<file path="src/hdl/assert_macros.svh">
// Assertion macros for RTL files that check themselves; only the top level includes them.
// Uses the clk and rst_n names of the including module; no other dependencies.
`ifndef ASSERT_MACROS_SVH
`define ASSERT_MACROS_SVH

`ifndef ASSERT_OFF

`define STR_ASSERT(label, expr) \
    label: assert property (@(posedge clk) disable iff (!rst_n) (expr)) \
        else $error("assertion failed");

`define STR_ASSERT_IMPL(label, ante, cons) \
    label: assert property (@(posedge clk) disable iff (!rst_n) (ante) |-> (cons)) \
        else $error("assertion failed");

`define STR_ASSERT_NEXT(label, ante, cons) \
    label: assert property (@(posedge clk) disable iff (!rst_n) (ante) |=> (cons)) \
        else $error("assertion failed");

`else

`define STR_ASSERT(label, expr)
`define STR_ASSERT_IMPL(label, ante, cons)
`define STR_ASSERT_NEXT(label, ante, cons)

`endif

`endif

</file>
<file path="src/hdl/str_pkg.sv">
// Shared constants, types and helper functions of the sparse tap resampler.
// No dependencies; every other file but the assertion macro header imports this package.
package str_pkg;

    localparam int LINE_DEPTH  = 4096;
    localparam int LINE_AW     = $clog2(LINE_DEPTH);
    localparam int CFG_W       = 13;
    localparam int CFG_IDX_W   = 2;
    localparam int POS_W       = 14;
    localparam int SAMPLE_W    = 16;
    localparam int WEIGHT_W    = 18;
    localparam int PROD_W      = SAMPLE_W + WEIGHT_W;
    localparam int ACC_W       = 48;
    localparam int FRAC_W      = 16;
    localparam int OUT_IDX_W   = 12;
    localparam int OUT_MAX     = 4096;
    localparam int QUEUE_DEPTH = 2;
    localparam int QPTR_W      = $clog2(QUEUE_DEPTH);
    localparam int QCNT_W      = $clog2(QUEUE_DEPTH + 1);
    localparam int DIV_STEPS   = POS_W;
    localparam int DIV_CNT_W   = $clog2(DIV_STEPS);

    localparam logic [CFG_IDX_W-1:0] CFG_LINE_LENGTH  = 2'd0;
    localparam logic [CFG_IDX_W-1:0] CFG_WRAP_MODE    = 2'd1;
    localparam logic [CFG_IDX_W-1:0] CFG_OUTPUT_COUNT = 2'd2;

    localparam logic signed [ACC_W-1:0] ACC_MAX = {1'b0, {(ACC_W-1){1'b1}}};
    localparam logic signed [ACC_W-1:0] ACC_MIN = {1'b1, {(ACC_W-1){1'b0}}};
    localparam logic signed [SAMPLE_W-1:0] SAMPLE_MAX = {1'b0, {(SAMPLE_W-1){1'b1}}};
    localparam logic signed [SAMPLE_W-1:0] SAMPLE_MIN = {1'b1, {(SAMPLE_W-1){1'b0}}};

    typedef struct packed {
        logic [CFG_W-1:0] line_length;
        logic             wrap_mode;
        logic [CFG_W-1:0] output_count;
    } cfg_t;

    typedef struct packed {
        logic                       is_tap;
        logic [LINE_AW-1:0]         addr;
        logic signed [SAMPLE_W-1:0] sample;
        logic signed [WEIGHT_W-1:0] weight;
        logic                       last;
    } q_entry_t;

    typedef struct packed {
        logic full;
        logic empty;
    } q_stat_t;

    function automatic logic [CFG_W-1:0] eff_len(input logic [CFG_W-1:0] v);
        logic [CFG_W-1:0] r;
        if (v == '0)
            r = CFG_W'(1);
        else if (v > CFG_W'(LINE_DEPTH))
            r = CFG_W'(LINE_DEPTH);
        else
            r = v;
        return r;
    endfunction

    function automatic logic [CFG_W-1:0] eff_count(input logic [CFG_W-1:0] v);
        logic [CFG_W-1:0] r;
        if (v == '0)
            r = CFG_W'(1);
        else if (v > CFG_W'(OUT_MAX))
            r = CFG_W'(OUT_MAX);
        else
            r = v;
        return r;
    endfunction

endpackage

</file>
<file path="src/hdl/str_queue.sv">
// Short FIFO of classified words between the front and back ends.
// Depends on str_pkg.
module str_queue import str_pkg::*; (
    input  logic     clk,
    input  logic     rst_n,
    input  logic     push,
    input  q_entry_t push_data,
    input  logic     pop,
    output q_entry_t pop_data,
    output q_stat_t  stat
);

    q_entry_t            mem_reg [QUEUE_DEPTH];
    logic [QPTR_W-1:0]   wr_ptr_reg, wr_ptr_next;
    logic [QPTR_W-1:0]   rd_ptr_reg, rd_ptr_next;
    logic [QCNT_W-1:0]   cnt_reg, cnt_next;

    function automatic logic [QPTR_W-1:0] ptr_inc(input logic [QPTR_W-1:0] p);
        logic [QPTR_W-1:0] r;
        if (p == QPTR_W'(QUEUE_DEPTH - 1))
            r = '0;
        else
            r = p + QPTR_W'(1);
        return r;
    endfunction

    assign stat.full  = (cnt_reg == QCNT_W'(QUEUE_DEPTH));
    assign stat.empty = (cnt_reg == '0);
    assign pop_data   = mem_reg[rd_ptr_reg];

    always_comb
    begin
        wr_ptr_next = push ? ptr_inc(wr_ptr_reg) : wr_ptr_reg;
        rd_ptr_next = pop ? ptr_inc(rd_ptr_reg) : rd_ptr_reg;
        cnt_next    = cnt_reg;
        if (push && !pop)
            cnt_next = cnt_reg + QCNT_W'(1);
        else if (pop && !push)
            cnt_next = cnt_reg - QCNT_W'(1);
    end

    always_ff @(posedge clk or negedge rst_n)
    begin
        if (!rst_n)
        begin
            wr_ptr_reg <= '0;
            rd_ptr_reg <= '0;
            cnt_reg    <= '0;
        end
        else
        begin
            wr_ptr_reg <= wr_ptr_next;
            rd_ptr_reg <= rd_ptr_next;
            cnt_reg    <= cnt_next;
        end
    end

    always_ff @(posedge clk)
    begin
        if (push)
            mem_reg[wr_ptr_reg] <= push_data;
    end

endmodule

</file>
<file path="config.mk">
export PLATFORM = sky130hd
export DESIGN_NAME = str_queue
export DESIGN_NICKNAME = d
export VERILOG_FILES = /design/src/hdl/assert_macros.svh /design/src/hdl/str_pkg.sv /design/src/hdl/str_queue.sv
export SDC_FILE = /design/constraint.sdc
export NUM_CORES = 1
export LEC_CHECK = 0
export ABC_AREA = 0
export BUFFER_PORTS_ARGS = -buffer_cell sky130_fd_sc_hd__buf_2
export CAP_MARGIN = 30
export CORE_ASPECT_RATIO = 1.25
export CORE_MARGIN = 5
export CORE_UTILIZATION = 30
export CTS_CLUSTER_SIZE = 40
export DETAILED_ROUTE_END_ITERATION = 8
export SLEW_MARGIN = 20
export SYNTH_ARGS = -nofsm -noshare
export SYNTH_HDL_FRONTEND = slang
export SYNTH_SLANG_ARGS = --single-unit
</file>
<file path="constraint.sdc">
create_clock -name clk -period 4.06 [get_ports clk]
set_clock_uncertainty 0.15 [all_clocks]
set_input_delay 0.203 -clock clk [delete_from_list [all_inputs] [get_ports clk]]
set_output_delay 0.203 -clock clk [all_outputs]
set_load 0.05 [all_outputs]
</file>
Yosys cells after proc, flatten, opt, wreduce, memory -nomap -nowiden
Memory sizes are Yosys's and may differ from the RTL's.
Index checks and enable logic that the tools add are counted.
- register bits after elaboration: 4
- memory bits (writable): 96
- input bits: 52
- memories kept: 1
- add/subtract/negate cells: 4
- equality and inequality tests: 1
- muxes and demuxes: 6
- reductions and logical operators: 6
- memory list (memory ; words ; width ; read ports ; clocked after Yosys merged registers in ; wr ports ; line ; text):
    mem_reg ; 2 ; 48 ; 1 ; 0 ; 1 ; str_queue.sv:13 ; q_entry_t mem_reg [QUEUE_DEPTH];
- operator list (cell ; number):
    1-bit two-way mux ; 4
    2-bit two-way mux ; 2
    1-bit adder, second input constant ; 2
    2-bit by 1-bit adder with 2-bit output, second input constant ; 1
    2-bit equality test, second input constant ; 1
    1-bit logical AND ; 2
    1-bit logical NOT ; 2
    2-bit logical NOT ; 1
    2-bit nonzero test ; 1
    2-bit by 1-bit subtractor with 2-bit output, second input constant ; 1

Longest topological paths before layout
Gate-level depths: netlist of the first run.
- depth in word-level cells: 4
- depth in mapped cells: 5

Worst setup path after synthesis of the first run
OpenSTA, ideal clock, no wires.
- path type: register -> register
- start: reg wr_ptr_reg
- end: mem mem_reg[0][0] (netlist name), enable pin
- arrival: 2.544 ns
- setup slack: 0.906 ns
- stages on the path, launching flop included: 2
- buffers on the path: 0
- period minus slack after synthesis: 3.154 ns
- cells stage by stage: dfrtp_1 -> nor2b_1
- RTL lines (element ; line ; text):
    start: declaration ; str_queue.sv:14 ; logic [QPTR_W-1:0] wr_ptr_reg, wr_ptr_next;
    start signal: assignment ; str_queue.sv:52 ; wr_ptr_reg <= wr_ptr_next;
    end: declaration ; str_queue.sv:13 ;
No word-level cell before the write port.

==> flow_summary.yaml, run 1 <==
status:
  status: "complete, no violations"
global_route:
  antenna_found_initial: 0
  grt_pass1_vias: 2226
  grt_pass1_wl_um: 10900
  grt_use_total: 0.0983
  grt_overflow_total: 0
  grt_max_degree: 47
clock_tree:
  cts.sinks: 100
  cts_buffers: 9
  h-tree-depth: 3
  cts-root-buf: "clkbuf_16"
  hold_buffers: 51
  clk_pin_slew_worst_paths_ns: 0.06
  cts_tree: "built"
  cts_buffer_depth: 2
  cts_resized: 0
  post_cts_buffers: 0
  clock_latency_ns: 0.33
pwr:
  p_leak_nw: 2.01
  power_density_nw_per_um2: 756
  ir_worst_vdd_uv: 441
  power_mw: 3.96
critical_path:
  arrival_ns: 2.22
  cp_max_fo: 30
  worst_setup_path_start_kind: "register"
  required_ns: 3.71
  path_class: "reg -> out"
  crit_path_end_kind: "output port"
sta:
  timing.fmax_mhz: 388
  slew-limit-headroom: 0.510
  finalSetupTns_ns: 0
  worstMarginPinSlew_ns: 0.734
  drv_slew: 0
  min_period_ns: 2.57
  report.final.hold_viol_count: 0
  rsz0062_at_grt: "false"
  finalCritPeriodShare: 0.634
  setup_viol: 0
  whs_ns: 0.0556
synth:
  ys_ff_latch: 100
  syn_inst: 165
  synthXorXnorAreaFrac: 0.0118
  synth.distinct_cells: 14
  syn_nets: 218
  ys_seq_area_frac: 0.807
  synth_top_family_by_area: "multiplexers"
  synthAdderAreaFrac: 0.00339
  postSynthAreaPerCell_um2: 22.4
  synthMuxAreaShare: 0.156
  netlist_area_um2: 3700
  synth-compound-area-share: 0
  yosysWarnings: 0
  synth-simple-area-share: 0.00711
route:
  ant_nets: 0
  drc: 0
  wirelength_um: 6950
  wl_per_cell_um: 14.1
  num_vias: 2006
  drtIter0Drc: 32
  drt-pass1-iter-count: 4
  via_per_inst: 4.07
final_layout:
  filler_cell_count: 1088
  seqCellArea_um2: 2980
  area_delta_synth_final_pct: 41.5
  post-route-util: 0.432
  final_nets: 379
  largest_reg_flops: 96
  fin_cells: 493
  final_common_cell: "buf_2"
  diodes: 0
  final_layout_size_suffix_gt1_frac: 0.514
  multi_input_area_um2: 671
  mostFrequentLayoutCells: "buf_2 (101), edfxtp_1 (96), dlygate4sd3_1 (51)"
floorplan:
  die_h_um: 134
  die_w_um: 109
  ios: 102
  core_area_um2: 12100
  dieArea_um2: 14700
  num_rows: 45
  initial_core_util: 0.305
min_path:
  hold_path_class: "in -> async"
placement:
  gp_congestion: 0.637
  portBuffers: 101
  dp_hpwl_um: 4450
  dp.cells: 428
flow_run:
  cap_violations: 0
==> cells in the mapped netlist <==
master,count,share of area
mux2_2,38,0.12
mux2_4,10,0.041
buf_6,1,0.0030
and2_1,1,0.0017
dfrtp_1,4,0.027
xnor2_1,1,0.0024
buf_4,3,0.0061
buf_8,1,0.0041
nor2_1,2,0.0020
nor2b_1,2,0.0034
inv_1,1,0.0010
xor2_1,4,0.0095
edfxtp_1,96,0.78
ha_1,1,0.0034
==> per-layer routing <==
metal / part of all wire / global-route usage
met5: 0 / 0
met4: 0.013 / 0.0416
met3: 0.056 / 0.0279
met2: 0.54 / 0.175
met1: 0.40 / 0.108
==> metrics by stage <==
| step | instance area, µm² | setup slack [ns] |
|---|---|---|
| after CTS | 5230 | 1.41 |
| after global routing | 5230 | 1.35 |
| after floorplan | 3700 | 0.906 |
| after detailed placement | 4390 | 1.79 |
| after global placement | 4390 | 1.82 |
| final | 5230 | 1.49 |
==> critical path, stage by stage, from the launching register on <==
cell and delay, ns:
dfrtp_2 0.84, buf_4 0.44, mux2_2 0.39, buf_2 0.21
==> power breakdown <==
part	total (mW)	leakage [nW]	switching, mW	internal [mW]
Clock	0.935	0.157	0.342	0.594
Combinational	1.53	0.910	1.07	0.466
Sequential	1.49	0.947	0.116	1.37
Total	3.96	2.01	1.52	2.43
==> final cells by class <==
class | count | area share
clock inverters | 5 | 0.0196
inverters | 1 | 0.000718
well taps | 164 | 0.0392
repair buffers | 155 | 0.199
clock buffers | 9 | 0.0431
flip-flops and latches | 100 | 0.571
multi-input cells | 59 | 0.128
==> final timing paths <==
check | cells past startpoint | startpoint | slack, ns | end
min in group clk | 1 | cnt_reg[1] | 0.34 | cnt_reg[1]
max in group asynchronous | 2 | rst_n | 3.58 | rd_ptr_reg
min reg2reg | 1 | cnt_reg[1] | 0.34 | cnt_reg[1]
min | 2 | rst_n | 0.06 | cnt_reg[1]
max reg2reg | 2 | wr_ptr_reg | 2.04 | mem_reg[0][12]
max | 3 | rd_ptr_reg | 1.49 | pop_data[35]
==> cells by family after synthesis <==
kind of cell / Yosys count
flops: 100
buf+inv: 6
fa+ha+maj: 1
xor+xnor: 5
mux: 48
simple gates: 5
No activity file was read; power rests on OpenSTA's default activity.
==> inputs of run 2 (changes only) <==
Clock period 4.06 ns to 2.7 ns, I/O delays scaled along.
==> flow_summary.yaml, run 2 (same netlist as run 1, synthesis figures left out) <==
status:
  status: "complete, no violations"
global_route:
  grt_max_degree: 31
  grt_pass1_wl_um: 10900
  antenna_found_initial: 1
  grt_pass1_vias: 2196
  grt_overflow_total: 0
  grt_use_total: 0.100
flow_run:
  cap_violations: 0
min_path:
  holdPathEnd: "cnt_reg[1]"
  hold_path_class: "reg -> reg"
  hold_depth: 1
  hold_path_startpoint: "cnt_reg[1]"
final_layout:
  final_common_cell: "buf_2"
  filler_cell_count: 1099
  mostFrequentLayoutCells: "buf_2 (101), edfxtp_1 (96), dlygate4sd3_1 (52)"
  multi_input_area_um2: 669
  final_nets: 381
  largest_reg_flops: 96
  seqCellArea_um2: 2980
  area_delta_synth_final_pct: 41.4
  final_layout_size_suffix_gt1_frac: 0.517
floorplan:
  die_h_um: 134
  initial_core_util: 0.305
  core_area_um2: 12100
  num_rows: 45
  ios: 102
  dieArea_um2: 14700
  die_w_um: 109
critical_path:
  r2r_slack_ns: 0.97
  arrival_ns: 1.90
  crit_path_end_kind: "output port"
  r2r_end: "mem_reg[1][17]"
  reg2reg_from: "wr_ptr_reg"
  worst_setup_path_start_kind: "register"
  required_ns: 2.41
  r2r_cells: 2
  cp_max_fo: 30
  path_class: "reg -> out"
sta:
  fin_ws_ns: 0.520
  drv_slew: 0
  report.final.hold_viol_count: 0
  timing.fmax_mhz: 459
  finalCritPeriodShare: 0.808
  slew-limit-headroom: 0.598
  finalSetupTns_ns: 0
  min_period_ns: 2.18
  rsz0062_at_grt: "false"
  worstMarginPinSlew_ns: 0.603
  setup_viol: 0
pwr:
  power_density_nw_per_um2: 1100
  p_leak_nw: 2.01
  ir_worst_vdd_uv: 504
route:
  via_per_inst: 4.11
  drt-pass1-iter-count: 4
  drc: 0
  drtIter0Drc: 76
  ant_nets: 0
  wirelength_um: 7060
  wl_per_cell_um: 14.2
  num_vias: 2048
clock_tree:
  cts_buffers: 9
  cts_buffer_depth: 2
  cts-root-buf: "clkbuf_16"
  cts.sinks: 100
  cts_tree: "built"
  h-tree-depth: 3
  clk_pin_slew_worst_paths_ns: 0.07
  clock_latency_ns: 0.34
placement:
  portBuffers: 101
  gp_congestion: 0.675
  dp_hpwl_um: 4620
  post-place-ws_ns: 0.854
run 2: how the worst max path moves through the flow:
stage,to,startpoint,slack [ns]
final,pop_data[24],rd_ptr_reg,0.52
after CTS,pop_data[23],rd_ptr_reg,0.47
after global placement,pop_data[23],rd_ptr_reg,0.85
after floorplan,mem_reg[0][0],wr_ptr_reg,0.47
after detailed placement,pop_data[23],rd_ptr_reg,0.85
after global routing,pop_data[39],rd_ptr_reg,0.42
run 2: cell type report:
cell class                      count  share of cell area
Clock inverter                      7              0.0105
Sequential cell                   100               0.571
Multi-Input combinational cell     59               0.128
Clock buffer                        9              0.0431
Inverter                            1            0.000718
Antenna cell                        1            0.000479
Tap cell                          164              0.0393
Timing Repair Buffer              157               0.207
run 2: critical path, stage by stage, from the launching register on:
cell and delay, ns:
dfrtp_2 0.68, buf_12 0.27, mux2_2 0.37, buf_2 0.21
run 2: metal layers:
layer	GRT usage	share of wire	wire [µm]
met1	0.113	0.39	2780
met2	0.168	0.52	3670
met3	0.0332	0.064	453
met4	0.0492	0.022	153
met5	0	0	0
run 2: through the flow:
stage	total power, mW	std cells	hold WS (ns)	cell area, µm²	util
2_1_floorplan	4.10	165	-0.311	3700	-
3_3_place_gp	4.59	429	-0.198	4420	0.365
3_5_place_dp	4.61	429	-0.191	4420	0.365
4_1_cts	5.87	497	0.347	5220	0.432
5_1_grt	6.03	498	0.367	5230	0.432
6_report	5.77	498	0.351	5230	0.432
run 2: power by group:
part	switching (mW)	leakage (nW)	internal, mW	total, mW
sequential	0.140	0.947	2.06	2.20
combinational	1.65	0.926	0.734	2.38
clock	0.556	0.133	0.636	1.19
total	2.34	2.01	3.43	5.77
run 2: what timing repair did:
action	in CTS	in global routing
setup buffers	0	0
hold buffers	52	0
endpoints found under the hold margin	102	0
gates resized for setup	0	0
