### config.mk
export PLATFORM = sky130hd
export DESIGN_NAME = str_front_flat
export DESIGN_NICKNAME = d
export VERILOG_FILES = /design/src/hdl/assert_macros.svh /design/src/hdl/str_pkg.sv /design/src/hdl/str_if.sv /design/src/hdl/str_front.sv /design/src/flat_wrapper.sv
export SDC_FILE = /design/constraint.sdc
export NUM_CORES = 1
export LEC_CHECK = 0
export ABC_AREA = 1
export BUFFER_PORTS_ARGS = -buffer_cell sky130_fd_sc_hd__buf_4
export CAP_MARGIN = 20
export CORE_MARGIN = 5
export CORE_UTILIZATION = 55
export CTS_CLUSTER_DIAMETER = 60
export DETAILED_ROUTE_END_ITERATION = 10
export PLACE_DENSITY = 0.81
export REMOVE_ABC_BUFFERS = 1
export SLEW_MARGIN = 20
export SYNTH_ARGS = -nofsm -noshare
export SYNTH_HDL_FRONTEND = slang
export SYNTH_SLANG_ARGS = --single-unit
### constraint.sdc
create_clock -name clk -period 11.5 [get_ports clk]
set_clock_uncertainty 0.1 [all_clocks]
set_input_delay 2.3 -clock clk [delete_from_list [all_inputs] [get_ports clk]]
set_output_delay 2.3 -clock clk [all_outputs]
set_load 0.02 [all_outputs]
### src/hdl/assert_macros.svh
// Assertion macros for RTL files that check themselves; only the top level includes them.
// Uses the clk and rst_n names of the including module; no other dependencies.
`ifndef ASSERT_MACROS_SVH
`define ASSERT_MACROS_SVH

`ifndef ASSERT_OFF

`define STR_ASSERT(label, expr) \
    label: assert property (@(posedge clk) disable iff (!rst_n) (expr)) \
        else $error("assertion failed");

`define STR_ASSERT_IMPL(label, ante, cons) \
    label: assert property (@(posedge clk) disable iff (!rst_n) (ante) |-> (cons)) \
        else $error("assertion failed");

`define STR_ASSERT_NEXT(label, ante, cons) \
    label: assert property (@(posedge clk) disable iff (!rst_n) (ante) |=> (cons)) \
        else $error("assertion failed");

`else

`define STR_ASSERT(label, expr)
`define STR_ASSERT_IMPL(label, ante, cons)
`define STR_ASSERT_NEXT(label, ante, cons)

`endif

`endif

### src/hdl/str_pkg.sv
// Shared constants, types and helper functions of the sparse tap resampler.
// No dependencies; every other file but the assertion macro header imports this package.
package str_pkg;

    localparam int LINE_DEPTH  = 4096;
    localparam int LINE_AW     = $clog2(LINE_DEPTH);
    localparam int CFG_W       = 13;
    localparam int CFG_IDX_W   = 2;
    localparam int POS_W       = 14;
    localparam int SAMPLE_W    = 16;
    localparam int WEIGHT_W    = 18;
    localparam int PROD_W      = SAMPLE_W + WEIGHT_W;
    localparam int ACC_W       = 48;
    localparam int FRAC_W      = 16;
    localparam int OUT_IDX_W   = 12;
    localparam int OUT_MAX     = 4096;
    localparam int QUEUE_DEPTH = 2;
    localparam int QPTR_W      = $clog2(QUEUE_DEPTH);
    localparam int QCNT_W      = $clog2(QUEUE_DEPTH + 1);
    localparam int DIV_STEPS   = POS_W;
    localparam int DIV_CNT_W   = $clog2(DIV_STEPS);

    localparam logic [CFG_IDX_W-1:0] CFG_LINE_LENGTH  = 2'd0;
    localparam logic [CFG_IDX_W-1:0] CFG_WRAP_MODE    = 2'd1;
    localparam logic [CFG_IDX_W-1:0] CFG_OUTPUT_COUNT = 2'd2;

    localparam logic signed [ACC_W-1:0] ACC_MAX = {1'b0, {(ACC_W-1){1'b1}}};
    localparam logic signed [ACC_W-1:0] ACC_MIN = {1'b1, {(ACC_W-1){1'b0}}};
    localparam logic signed [SAMPLE_W-1:0] SAMPLE_MAX = {1'b0, {(SAMPLE_W-1){1'b1}}};
    localparam logic signed [SAMPLE_W-1:0] SAMPLE_MIN = {1'b1, {(SAMPLE_W-1){1'b0}}};

    typedef struct packed {
        logic [CFG_W-1:0] line_length;
        logic             wrap_mode;
        logic [CFG_W-1:0] output_count;
    } cfg_t;

    typedef struct packed {
        logic                       is_tap;
        logic [LINE_AW-1:0]         addr;
        logic signed [SAMPLE_W-1:0] sample;
        logic signed [WEIGHT_W-1:0] weight;
        logic                       last;
    } q_entry_t;

    typedef struct packed {
        logic full;
        logic empty;
    } q_stat_t;

    function automatic logic [CFG_W-1:0] eff_len(input logic [CFG_W-1:0] v);
        logic [CFG_W-1:0] r;
        if (v == '0)
            r = CFG_W'(1);
        else if (v > CFG_W'(LINE_DEPTH))
            r = CFG_W'(LINE_DEPTH);
        else
            r = v;
        return r;
    endfunction

    function automatic logic [CFG_W-1:0] eff_count(input logic [CFG_W-1:0] v);
        logic [CFG_W-1:0] r;
        if (v == '0)
            r = CFG_W'(1);
        else if (v > CFG_W'(OUT_MAX))
            r = CFG_W'(OUT_MAX);
        else
            r = v;
        return r;
    endfunction

endpackage

### src/hdl/str_if.sv
// Valid/ready channel interfaces for input items and result words.
// Depends on str_pkg for field widths.
interface str_item_if import str_pkg::*; ();
    logic                       valid;
    logic                       ready;
    logic                       mode;
    logic signed [POS_W-1:0]    tap_position;
    logic signed [SAMPLE_W-1:0] sample_in;
    logic signed [WEIGHT_W-1:0] tap_weight;
    logic                       last_tap;

    modport source (output valid, mode, tap_position, sample_in, tap_weight, last_tap,
                    input ready);
    modport sink (input valid, mode, tap_position, sample_in, tap_weight, last_tap,
                  output ready);
endinterface


### src/hdl/str_front.sv
// Front end: accepts items, drops out-of-line writes, bounds tap positions
// (clamp, or wrap through a bit-serial remainder unit). Depends on str_pkg, str_if.
module str_front import str_pkg::*; (
    input  logic            clk,
    input  logic            rst_n,
    input  cfg_t            cfg,
    str_item_if.sink        item,
    input  q_stat_t         q_stat,
    output logic            push,
    output q_entry_t        push_data
);

    localparam logic [1:0] F_EMPTY = 2'd0;
    localparam logic [1:0] F_HOLD  = 2'd1;
    localparam logic [1:0] F_DIV   = 2'd2;
    localparam logic [1:0] F_PUSH  = 2'd3;

    logic [1:0]                 state_reg, state_next;
    logic                       mode_reg;
    logic signed [POS_W-1:0]    pos_reg;
    logic signed [SAMPLE_W-1:0] sample_reg;
    logic signed [WEIGHT_W-1:0] weight_reg;
    logic                       last_reg;
    logic [LINE_AW-1:0]         rem_reg, rem_next;
    logic [POS_W-1:0]           mag_reg, mag_next;
    logic [DIV_CNT_W-1:0]       cnt_reg, cnt_next;

    logic [CFG_W-1:0]   len;
    logic               neg;
    logic               in_line;
    logic               wr_ok;
    logic               need_div;
    logic [LINE_AW-1:0] hold_idx;
    logic [LINE_AW-1:0] wrap_idx;
    logic [LINE_AW:0]   trial;
    logic               push_req;
    logic [LINE_AW-1:0] tap_idx;

    assign len      = eff_len(cfg.line_length);
    assign neg      = pos_reg[POS_W-1];
    assign in_line  = !neg && (CFG_W'(pos_reg[POS_W-2:0]) < len);
    assign wr_ok    = !neg && (pos_reg[POS_W-2:0] < (POS_W-1)'(LINE_DEPTH));
    assign need_div = mode_reg && !in_line && cfg.wrap_mode;
    assign hold_idx = in_line ? LINE_AW'(pos_reg[POS_W-2:0])
                    : (neg ? '0 : LINE_AW'(len - CFG_W'(1)));
    assign wrap_idx = (neg && rem_reg != '0) ? LINE_AW'(len - CFG_W'(rem_reg)) : rem_reg;
    assign trial    = {rem_reg, mag_reg[POS_W-1]};

    assign item.ready = (state_reg == F_EMPTY);

    always_comb
    begin
        state_next = state_reg;
        rem_next   = rem_reg;
        mag_next   = mag_reg;
        cnt_next   = cnt_reg;
        push_req   = 1'b0;
        tap_idx    = hold_idx;
        case (state_reg)
            F_EMPTY:
            begin
                if (item.valid)
                    state_next = F_HOLD;
            end
            F_HOLD:
            begin
                if (!mode_reg && !wr_ok)
                    state_next = F_EMPTY;
                else if (need_div)
                begin
                    rem_next   = '0;
                    mag_next   = neg ? POS_W'(~pos_reg + POS_W'(1)) : POS_W'(pos_reg);
                    cnt_next   = '0;
                    state_next = F_DIV;
                end
                else
                begin
                    push_req = 1'b1;
                    if (!q_stat.full)
                        state_next = F_EMPTY;
                end
            end
            F_DIV:
            begin
                if (CFG_W'(trial) >= len)
                    rem_next = LINE_AW'(CFG_W'(trial) - len);
                else
                    rem_next = LINE_AW'(trial);
                mag_next = {mag_reg[POS_W-2:0], 1'b0};
                cnt_next = cnt_reg + DIV_CNT_W'(1);
                if (cnt_reg == DIV_CNT_W'(DIV_STEPS - 1))
                    state_next = F_PUSH;
            end
            F_PUSH:
            begin
                push_req = 1'b1;
                tap_idx  = wrap_idx;
                if (!q_stat.full)
                    state_next = F_EMPTY;
            end
            default:
            begin
                state_next = F_EMPTY;
            end
        endcase
    end

    assign push             = push_req && !q_stat.full;
    assign push_data.is_tap = mode_reg;
    assign push_data.addr   = mode_reg ? tap_idx : LINE_AW'(pos_reg);
    assign push_data.sample = sample_reg;
    assign push_data.weight = weight_reg;
    assign push_data.last   = last_reg;

    always_ff @(posedge clk or negedge rst_n)
    begin
        if (!rst_n)
            state_reg <= F_EMPTY;
        else
            state_reg <= state_next;
    end

    always_ff @(posedge clk)
    begin
        rem_reg <= rem_next;
        mag_reg <= mag_next;
        cnt_reg <= cnt_next;
        if (item.valid && item.ready)
        begin
            mode_reg   <= item.mode;
            pos_reg    <= item.tap_position;
            sample_reg <= item.sample_in;
            weight_reg <= item.tap_weight;
            last_reg   <= item.last_tap;
        end
    end

endmodule

### src/flat_wrapper.sv
// flat-port wrapper written by rule: the top's interface ports become plain ports
module str_front_flat import str_pkg::*;
  (clk, rst_n, cfg, q_stat, push, push_data, item_valid, item_mode, item_tap_position, item_sample_in, item_tap_weight, item_last_tap, item_ready);
  str_item_if item_i ();
  input  logic clk;
  input  logic rst_n;
  input  cfg_t cfg;
  input  q_stat_t q_stat;
  output logic push;
  output q_entry_t push_data;
  input wire logic [$bits(item_i.valid)-1:0] item_valid;
  input wire logic [$bits(item_i.mode)-1:0] item_mode;
  input wire logic [$bits(item_i.tap_position)-1:0] item_tap_position;
  input wire logic [$bits(item_i.sample_in)-1:0] item_sample_in;
  input wire logic [$bits(item_i.tap_weight)-1:0] item_tap_weight;
  input wire logic [$bits(item_i.last_tap)-1:0] item_last_tap;
  output wire logic [$bits(item_i.ready)-1:0] item_ready;
  assign item_i.valid = item_valid;
  assign item_i.mode = item_mode;
  assign item_i.tap_position = item_tap_position;
  assign item_i.sample_in = item_sample_in;
  assign item_i.tap_weight = item_tap_weight;
  assign item_i.last_tap = item_last_tap;
  assign item_ready = item_i.ready;
  str_front u_core (.clk(clk), .rst_n(rst_n), .cfg(cfg), .item(item_i), .q_stat(q_stat), .push(push), .push_data(push_data));
endmodule
# After elaboration in Yosys (flattened, before gate mapping)
# Index checks and enable logic that the tools add are counted.
# classes
magnitude_cmp	4
addsub	5
n_bitwise	1
n_reduce_logical	19
muxes	27
eq_ne	8
# op_table
op	count
2-to-1 mux 12 bit	8
2-to-1 mux 14 bit	3
case mux 14 bit (2 select lines)	1
2-to-1 mux 13 bit	2
case mux 12 bit (2 select lines)	1
subtractor 12 bit	2
adder 14 x 2 -> 14 bit (second input constant)	1
NOT 14 bit	1
>= comparator 13 bit	1
greater-than comparator 13 bit (second input constant)	1
logical NOT 13 bit	1
< comparator 13 bit	1
< comparator 13 bit (second input constant)	1
nonzero test 12 bit	1
subtractor 12 x 1 -> 12 bit (second input constant)	1
2-to-1 mux 2 bit	5
logical AND 1 bit	8
2-to-1 mux 4 bit	2
case mux 2 bit (4 select lines)	1
case mux 4 bit (2 select lines)	1
logical NOT 1 bit	5
adder 4 x 1 -> 4 bit (second input constant)	1
== test 2 bit (second input constant)	2
== test 4 bit (second input constant)	1
other kinds (9)	12
# totals
elab_cells	73
out_inout_bits	50
reg_bits	82
in_bits	82

# Longest topological paths before layout
# Gate-level depths: netlist of run 1.
# depth
ltp_word	12
depth_mapped	23
ltp_nobuf	22

# Least setup slack after synthesis of run 1
# Ideal clock, no wire load.
# synth_path
path_type	input port to output port
start	input cfg[21] (netlist bit)
end	output push_data[43] (netlist bit)
n_path_buf	1
path_slack_ns	4.318
cell_stages	19
arrival_ns	4.782
t_required_ns	9.100
cell_sequence	nor2_1 nand2_1 nor2_2 nand2_2 nand2_4 clkbuf_8 inv_1 nor2_1 inv_1 fa_1 o31ai_1 nand2_1 nand2_1 a21oi_1 xor2_1 nand2_1 a21oi_1 nand2_1 o21ai_1
# synth_lines
item	line	rtl
start: declaration	flat_wrapper.sv:7	input cfg_t cfg;
end: declaration	flat_wrapper.sv:10	output q_entry_t push_data;

==> results of run 1 <==
-- layout make-up --
class	count	area share
flip-flops and latches	82	0.3570
multi-input cells	500	0.4069
clock inverters	7	0.01566
well taps	136	0.02477
repair buffers	120	0.1311
clock buffers	9	0.01803
inverters	85	0.04645
-- final timing paths --
check                                                  start                              end  slack (ps)
worst max-delay path                                 cfg[17]                    push_data[43]        3570
worst min-delay path            u_core.mag_reg[10]$_DFFE_PP_     u_core.mag_reg[11]$_DFFE_PP_         430
worst max register to register   u_core.pos_reg[6]$_DFFE_PP_  u_core.cnt_reg[0]$_SDFFCE_PN0P_        8140
worst min register to register  u_core.mag_reg[10]$_DFFE_PP_     u_core.mag_reg[11]$_DFFE_PP_         430
max in group asynchronous                              rst_n  u_core.state_reg[0]$_DFFE_PN0P_        9630
min in group asynchronous                              rst_n  u_core.state_reg[1]$_DFFE_PN0P_        1590
-- power by group through the flow --
stage	Clock (mW)	Combinational, mW	Sequential (mW)
floorplan	0	0.534	0.577
CTS	0.256	0.817	0.556
detailed placement	0	0.812	0.562
global route	0.270	0.919	0.567
global placement	0	0.785	0.556
finish	0.250	0.822	0.556
-- cells by family (layout without fill, tap and decap cells) --
logic type | count (synthesis) | after routing | synth area share
AND/OR/NAND/NOR | 289 | 289 | 0.2144
AO/OA/AOI/OAI | 144 | 144 | 0.1416
buffers and inverters | 103 | 221 | 0.07443
flip-flops | 82 | 82 | 0.4329
adder cells (fa/ha/maj) | 46 | 46 | 0.1042
XOR/XNOR | 21 | 21 | 0.03247
-- synth_stat cells, types with 2 or more instances --
master	count	area, sq um
fa_1	2	40.04
nand2_1	147	551.8
or2_2	4	25.02
buf_4	3	22.52
a21boi_0	2	15.01
nand2_4	2	22.52
a21o_1	4	30.03
nor4_1	3	18.77
o31ai_1	3	22.52
nand2_2	5	31.28
xnor2_1	9	78.83
dfrtp_1	2	50.05
a21oi_1	60	300.3
nand4_1	4	25.02
clkinv_1	2	7.510
nor3_1	8	40.04
clkbuf_1	8	30.03
a31oi_1	7	43.79
o21ai_1	5	25.02
o21bai_1	2	15.01
inv_1	82	307.8
buf_2	5	25.02
o211ai_1	6	45.04
ha_1	44	550.5
o21ai_0	48	240.2
nand3_1	39	195.2
edfxtp_1	80	2402
nor2_1	73	274.0
xor2_1	12	105.1
-- placed cells by master (no fill, tap or decap), types with 3 or more instances in the layout --
cell,n
o21ai_0,48
a31oi_1,7
nand2_1,147
nor3_1,8
a21oi_1,60
inv_8,3
nor4_1,3
inv_1,81
o31ai_1,3
xnor2_1,9
nand4_1,4
edfxtp_1,80
a21o_1,4
o21ai_1,5
nand3_1,39
buf_4,120
or2_2,4
nor2_1,73
xor2_1,12
ha_1,44
clkbuf_8,9
nand2_2,5
o211ai_1,6
-- metal layers --
layer / vias to the layer above / GRT usage
met5: - / 0
met4: 0 / 0.07867
met3: 26 / 0.08696
met2: 241 / 0.3949
met1: 2356 / 0.3088
li1: 2540 / -
-- worst min-delay path: cells and delay by family, from the launching register on --
family / cells / cell delay, ps
flops: 1 / 330
simple gates: 1 / 40
compound gates: 1 / 60
-- per-stage QoR --
step / hold slack (ps) / area (sq um) / cells / power [mW]
5_1_grt: 477.1 / 6869 / 939 / 1.756
4_1_cts: 427.8 / 6869 / 939 / 1.628
3_3_place_gp: 412.0 / 6638 / 923 / 1.341
3_5_place_dp: 416.0 / 6638 / 923 / 1.374
2_1_floorplan: 398.4 / 5563 / 667 / 1.110
6_report: 428.2 / 6869 / 939 / 1.628
==> impl_metrics.ini, run 1 <==
[detailed_routing]
route.detailed.drc = 0
wire_per_inst_um = 16.14
vias = 5163
met3WireLength_um = 1560
top_layer = met4
drtAntennaViolNets = 0
wl_um = 15160
dr.pass1.iters = 6
drt-vias-per-instance = 5.498
dr_wl_met2_um = 6983
m1WireLength_um = 6265
drtIter0Drc = 501

[floorplanning]
die_h_um = 111.5
start_util = 0.5563
std_cell_rows = 37
coreArea_sq_um = 10180
io_pins = 132
dieArea_sq_um = 12430
dieWidth_um = 111.5

[yosys]
synth_edf_count = 80
synth.distinct_cells = 43
ys.flop_type = edfxtp_1
synthArstFlopShare = 0.02439
avgSynthCellArea_sq_um = 8.271
synth-seq-cells = 82
ys_seq_area_frac = 0.4329
synth_area_sq_um = 5665
ys.warnings.count = 0
syn-instance-count = 685

[critical_path]
startpoint_type = primary input
cp_max_fo = 15
critical_path_arrival_ps = 5530
end_kind = output port
reg2regPathDepth = 9
crit_path_cell_trace = buf_4 -> nor2_1 -> nand2_1 -> nor2_2 -> nand2_2 -> nand2_4 -> inv_1 -> nor2_1 -> inv_1 -> fa_1 -> o31ai_1 -> nand2_1 -> nand2_1 -> a21oi_1 -> xor2_1 -> nand2_1 -> a21oi_1 -> nand2_1 -> o21ai_1 -> buf_4
criticalPathCategory = primary input to output port
cpMaxStageDelayCell = fa_1
cp_top_family = simple AND/OR/NAND/NOR gates
cpPeakStageDelay_ps = 480
crit_required_ps = 9100
cp_num_buf_inv = 4
cp_common_cell = nand2_1
cp.depth = 20

[pwr]
p_leak_nw = 3.174
switchingPower_mw = 0.7246
switching_share = 0.4450
ir_worst_vdd_v = 0.0001815
seq_power_share = 0.341
p_int_mw = 0.9037
p_comb_frac = 0.505
p_clk_frac = 0.154
powerDensity_nw_per_um2 = 237.1

[layout]
register_area_sq_um = 2452
final_util = 0.6744
largest_register_ffs = 18
fill_cells = 837
diodes = 0
nets = 926
syn_to_final_growth_pct = 21.25
drive_above_1_share = 0.1943
multiInputGateArea_sq_um = 2795

[timing]
max_freq_mhz = 126.1
slew_violations = 0
relSlewSlack = 0.3238
finalHoldViolations = 0
min_period_over_period = 0.6895
setup_tns_ps = 0
setup_viol = 0
rsz0062_at_grt = no
fin_ws_ps = 3570
max_slew.worst_pin.slew_ps = 1008
period_needed_ps = 7930

[hold_path]
min_delay_path_depth = 2
hp-class = register to register

[clocking]
cts_buffer_depth = 2
cts_buffers = 9
cts_resized = 0
cts-root-buf = clkbuf_8
path_clk_slew_ps = 100
cts_setup_buffers = 0
cts_hold_buffers = 0
clk-insertion-delay-late_ps = 390
cts_tree = yes
cts_sinks = 82
cts_max_level = 3

[global_routing]
grt_pass1_wl_um = 24660
grt_pass1_vias = 5096
grt_max_degree = 51
grt_usage = 0.2447
grt-ovfl-total = 0
grt_antenna_before_repair = 0

[placed_design]
dp_hpwl_um = 11680
portBuffers = 117
gp_congestion = 0.9875
dp_slack_ps = 3635

[outcome]
status = finished, final reports clean

[flow_run]
drv_cap = 0
Note: power is estimated with default switching activity, not from simulation.
==> run 2, diff against run 1 <==
--- a/config.mk
+++ b/config.mk
@@ -9,10 +9,10 @@
 export BUFFER_PORTS_ARGS = -buffer_cell sky130_fd_sc_hd__buf_4
 export CAP_MARGIN = 20
 export CORE_MARGIN = 5
-export CORE_UTILIZATION = 55
+export CORE_UTILIZATION = 50
 export CTS_CLUSTER_DIAMETER = 60
 export DETAILED_ROUTE_END_ITERATION = 10
-export PLACE_DENSITY = 0.81
+export PLACE_DENSITY = 0.78
 export REMOVE_ABC_BUFFERS = 1
 export SLEW_MARGIN = 20
 export SYNTH_ARGS = -nofsm -noshare
==> constraint.sdc (replaced) <==
create_clock -name clk -period 7.1 [get_ports clk]
set_clock_uncertainty 0.1 [all_clocks]
set_input_delay 1.42 -clock clk [delete_from_list [all_inputs] [get_ports clk]]
set_output_delay 1.42 -clock clk [all_outputs]
set_load 0.02 [all_outputs]
==> impl_metrics.ini, run 2 (synthesis results as in run 1) <==
[placed_design]
place_inst = 927
portBuffers = 117
gp_congestion = 0.9057
dp_hpwl_um = 11810
placed_area_sq_um = 6643

[detailed_routing]
wl_um = 15150
vias = 5091
dr.pass1.iters = 6
route.detailed.drc = 0
drtIter0Drc = 378
drtAntennaViolNets = 0
wire_per_inst_um = 16.07
drt-vias-per-instance = 5.399

[layout]
instances_no_fill = 943
final_util = 0.6300
nets = 926
fin_area_sq_um = 6919
drive_above_1_share = 0.1930
diodes = 0
fill_cells = 946
syn_to_final_growth_pct = 22.13
register_area_sq_um = 2452
layout_common_cells = 147 x nand2_1, 120 x buf_4, 81 x inv_1, 80 x edfxtp_1, 73 x nor2_1
final_common_cell = nand2_1
largest_register_ffs = 18
multiInputGateArea_sq_um = 2795

[timing]
setup_tns_ps = 0
relSlewSlack = 0.3236
period_needed_ps = 6161
max_slew.worst_pin.slew_ps = 1015
slew_violations = 0
max_freq_mhz = 162.3
rsz0062_at_grt = no
finalHoldViolations = 0
min_period_over_period = 0.8677
setup_viol = 0

[floorplanning]
coreArea_sq_um = 10980
dieArea_sq_um = 13560
die_h_um = 116.4
dieWidth_um = 116.4
start_util = 0.5158
io_pins = 132
std_cell_rows = 38

[critical_path]
r2r-end = u_core.cnt_reg[2]$_SDFFCE_PN0P_
r2r-start = u_core.pos_reg[6]$_DFFE_PP_
end_kind = output port
crit_required_ps = 5580
startpoint_type = primary input
setup.worst_path.start = cfg[17]
reg2regPathDepth = 9
cp.depth = 20
cp_num_buf_inv = 4
criticalPathCategory = primary input to output port
cp_top_family = simple AND/OR/NAND/NOR gates
critical_path_arrival_ps = 4640
rrSetupSlack_ps = 3790
cp_max_fo = 15
cp_common_cell = nand2_1
cpMaxStageDelayCell = fa_1
cpPeakStageDelay_ps = 500
crit_path_cell_trace = buf_4 -> nor2_1 -> nand2_1 -> nor2_2 -> nand2_2 -> nand2_4 -> inv_1 -> nor2_1 -> inv_1 -> fa_1 -> o31ai_1 -> nand2_1 -> nand2_1 -> a21oi_1 -> xor2_1 -> nand2_1 -> a21oi_1 -> nand2_1 -> o21ai_1 -> buf_4
crit_end = push_data[43]

[global_routing]
grt_max_degree = 51
grt_pass1_wl_um = 24310
grt_antenna_before_repair = 0
grt_pass1_vias = 4949
grt_usage = 0.2314
grt-ovfl-total = 0

[pwr]
powerDensity_nw_per_um2 = 387.0
ir_worst_vdd_v = 0.0002849
p_total_mw = 2.678
p_leak_nw = 3.194

[clocking]
cts_tree = yes
cts_sinks = 82
cts-root-buf = clkbuf_16
cts_hold_buffers = 0
cts_resized = 0
path_clk_slew_ps = 60
cts_buffers = 9
cts_buffer_depth = 2
cts_max_level = 3
cts_setup_buffers = 0
clk-insertion-delay-late_ps = 340

[hold_path]
hp-class = register to register
worstHoldStart = u_core.mag_reg[6]$_DFFE_PP_
min_delay_path_depth = 2

[outcome]
status = finished, final reports clean

[flow_run]
drv_cap = 0
run 2: cell count changes in the layout (fill, tap and decap cells not counted), sizes merged:
cell    change
clkinv      +1
bufinv      -2
clkbuf      +1
run 2: worst min path at each step:
stage                                  end
5_1_grt        u_core.mag_reg[7]$_DFFE_PP_
6_report       u_core.mag_reg[7]$_DFFE_PP_
4_1_cts        u_core.mag_reg[7]$_DFFE_PP_
3_5_place_dp   u_core.mag_reg[7]$_DFFE_PP_
3_3_place_gp   u_core.mag_reg[9]$_DFFE_PP_
2_1_floorplan  u_core.mag_reg[7]$_DFFE_PP_
run 2: metrics by stage:
stage | hold WS, ps | worst slack, ps
floorplan | 398.4 | 1265
global placement | 412.8 | 1011
detailed placement | 416.6 | 1002
CTS | 433.2 | 988.3
global route | 451.4 | 649.8
finish | 429.1 | 939.4
run 2: where the power goes:
part           leakage (nW)  switching, mW  internal, mW  total (mW)
clock                 0.140          0.205         0.242       0.447
sequential            0.786          0.133         0.771       0.905
combinational          2.27          0.840         0.486        1.33
run 2: metal layers:
layer	track usage	up-vias	routed length [um]
li1	-	2552	-
met5	0	-	0
met2	0.3646	190	6872
met4	0.06265	0	245
met3	0.08031	20	1375
met1	0.3053	2329	6660
run 2: layout make-up:
class / instances / area share
multi-input cells: 500 / 0.4040
inverters: 85 / 0.04611
clock buffers: 10 / 0.03309
repair buffers: 120 / 0.1302
well taps: 140 / 0.02532
clock inverters: 6 / 0.006872
flip-flops and latches: 82 / 0.3544
run 2: worst min-delay path: stages, from the launching register on:
cell      delay, ps
edfxtp_1        320
nand2_1          50
o31ai_1          50
==> run 3, diff against run 2 <==
--- a/config.mk
+++ b/config.mk
@@ -6,13 +6,13 @@
 export NUM_CORES = 1
 export LEC_CHECK = 0
 export ABC_AREA = 1
-export BUFFER_PORTS_ARGS = -buffer_cell sky130_fd_sc_hd__buf_4
 export CAP_MARGIN = 20
 export CORE_MARGIN = 5
-export CORE_UTILIZATION = 50
+export CORE_UTILIZATION = 55
 export CTS_CLUSTER_DIAMETER = 60
 export DETAILED_ROUTE_END_ITERATION = 10
-export PLACE_DENSITY = 0.78
+export DONT_BUFFER_PORTS = 1
+export PLACE_DENSITY = 0.73
 export REMOVE_ABC_BUFFERS = 1
 export SLEW_MARGIN = 20
 export SYNTH_ARGS = -nofsm -noshare
==> impl_metrics.ini, run 3 (synthesis results as in run 1) <==
[critical_path]
cp.depth = 18
critical_path_arrival_ps = 4390
end_kind = output port
startpoint_type = primary input
cp_num_buf_inv = 2
crit_end = push_data[43]
reg2regPathDepth = 9
crit_required_ps = 5580
setup.worst_path.start = cfg[17]
cpMaxStageDelayCell = fa_1
cpPeakStageDelay_ps = 480
r2r-start = u_core.pos_reg[6]$_DFFE_PP_
cp_top_family = simple AND/OR/NAND/NOR gates
criticalPathCategory = primary input to output port
crit_path_cell_trace = nor2_1 -> nand2_1 -> nor2_2 -> nand2_2 -> nand2_4 -> inv_1 -> nor2_1 -> inv_1 -> fa_1 -> o31ai_1 -> nand2_1 -> nand2_1 -> a21oi_1 -> xor2_1 -> nand2_1 -> a21oi_1 -> nand2_1 -> o21ai_1
rrSetupSlack_ps = 4390
cp_common_cell = nand2_1
cp_max_fo = 15
r2r-end = u_core.mag_reg[9]$_DFFE_PP_

[clocking]
cts_buffer_depth = 2
cts_setup_buffers = 0
clk-insertion-delay-late_ps = 370
cts_sinks = 82
cts_hold_buffers = 0
cts_tree = yes
path_clk_slew_ps = 80
cts_max_level = 3
cts-root-buf = clkbuf_8
cts_buffers = 9
cts_resized = 0

[global_routing]
grt_usage = 0.2331
grt_pass1_wl_um = 23240
grt_antenna_before_repair = 0
grt_pass1_vias = 4557
grt_max_degree = 51
grt-ovfl-total = 0

[pwr]
powerDensity_nw_per_um2 = 409.7
p_leak_nw = 2.585
ir_worst_vdd_v = 0.0002372

[floorplanning]
start_util = 0.5563
io_pins = 132
dieWidth_um = 111.5
die_h_um = 111.5
dieArea_sq_um = 12430
coreArea_sq_um = 10180
std_cell_rows = 37

[detailed_routing]
drtAntennaViolNets = 0
drt-vias-per-instance = 5.754
drtIter0Drc = 332
dr.pass1.iters = 7
route.detailed.drc = 0
wl_um = 14260
vias = 4730
wire_per_inst_um = 17.35

[placed_design]
dp_slack_ps = 1208
dp_hpwl_um = 10940
portBuffers = 0
gp_congestion = 0.9144

[timing]
period_needed_ps = 5914
max_freq_mhz = 169.1
rsz0062_at_grt = no
fin_ws_ps = 1186
max_slew.worst_pin.slew_ps = 975.3
setup_tns_ps = 0
setup_viol = 0
relSlewSlack = 0.3498
min_period_over_period = 0.8330
slew_violations = 0
finalHoldViolations = 0

[layout]
final_common_cell = nand2_1
diodes = 0
layout_common_cells = 147 x nand2_1, 81 x inv_1, 80 x edfxtp_1, 73 x nor2_1, 60 x a21oi_1
nets = 809
drive_above_1_share = 0.05539
largest_register_ffs = 18
syn_to_final_growth_pct = 5.212

[hold_path]
hp-class = register to register

[outcome]
status = finished, final reports clean

[flow_run]
drv_cap = 0
-- run 3: changes by cell type in the layout (fill, tap and decap cells not counted), sizes merged --
cell      delta
buf        -117
clkinv       -2
clkinvlp     +2
bufinv       +1
inv          -1
-- run 3: cell type report --
| type | instances | area (sq um) |
|---|---|---|
| repair buffers | 3 | 22.52 |
| flip-flops and latches | 82 | 2452 |
| clock inverters | 6 | 73.82 |
| fillers | 958 | 4224 |
| well taps | 136 | 170.2 |
| inverters | 85 | 319.1 |
| clock buffers | 10 | 127.6 |
| multi-input cells | 500 | 2795 |
-- run 3: metrics by stage --
| stage | cells | area [sq um] | power (mW) | hold slack [ps] | util |
|---|---|---|---|---|---|
| floorplan | 667 | 5563 | 1.799 | 398.4 | - |
| global placement | 806 | 5759 | 2.048 | 408.1 | 0.5655 |
| detailed placement | 806 | 5759 | 2.076 | 419.9 | 0.5655 |
| CTS | 822 | 5961 | 2.445 | 440.8 | 0.5853 |
| global route | 822 | 5961 | 2.643 | 453.6 | 0.5853 |
| finish | 822 | 5961 | 2.442 | 441.6 | 0.5853 |
-- run 3: report_power, final --
group	switching, mW	internal, mW	total (mW)
Clock	0.188	0.168	0.355
Combinational	0.745	0.375	1.12
Sequential	0.193	0.774	0.967
Total	1.13	1.32	2.44
-- run 3: layer usage --
layer	vias up	GRT usage	share of wire
li1	2311	-	-
met1	2162	0.3085	0.43
met2	237	0.3627	0.45
met3	20	0.08696	0.11
met4	0	0.06326	0.015
met5	-	0	0
-- run 3: worst register-to-register path, stage by stage (launching register included) --
cell and delay (ps):
edfxtp_1 520, ha_1 350, a21oi_1 70, o21a_1 170, o211ai_1 160, nor2_1 120, nand2_4 200, nand2_1 140
a21boi_2 140, buf_4 390
-- run 3: how the worst min path moves through the flow --
stage,from,endpoint,slack (ps),cells after the start
after floorplan,u_core.mag_reg[6]$_DFFE_PP_,u_core.mag_reg[7]$_DFFE_PP_,400,2
after global placement,u_core.mag_reg[1]$_DFFE_PP_,u_core.mag_reg[2]$_DFFE_PP_,410,2
after detailed placement,u_core.mag_reg[10]$_DFFE_PP_,u_core.mag_reg[11]$_DFFE_PP_,420,2
after CTS,u_core.mag_reg[10]$_DFFE_PP_,u_core.mag_reg[11]$_DFFE_PP_,440,2
after global routing,u_core.mag_reg[1]$_DFFE_PP_,u_core.mag_reg[2]$_DFFE_PP_,450,2
final,u_core.mag_reg[8]$_DFFE_PP_,u_core.mag_reg[9]$_DFFE_PP_,440,2
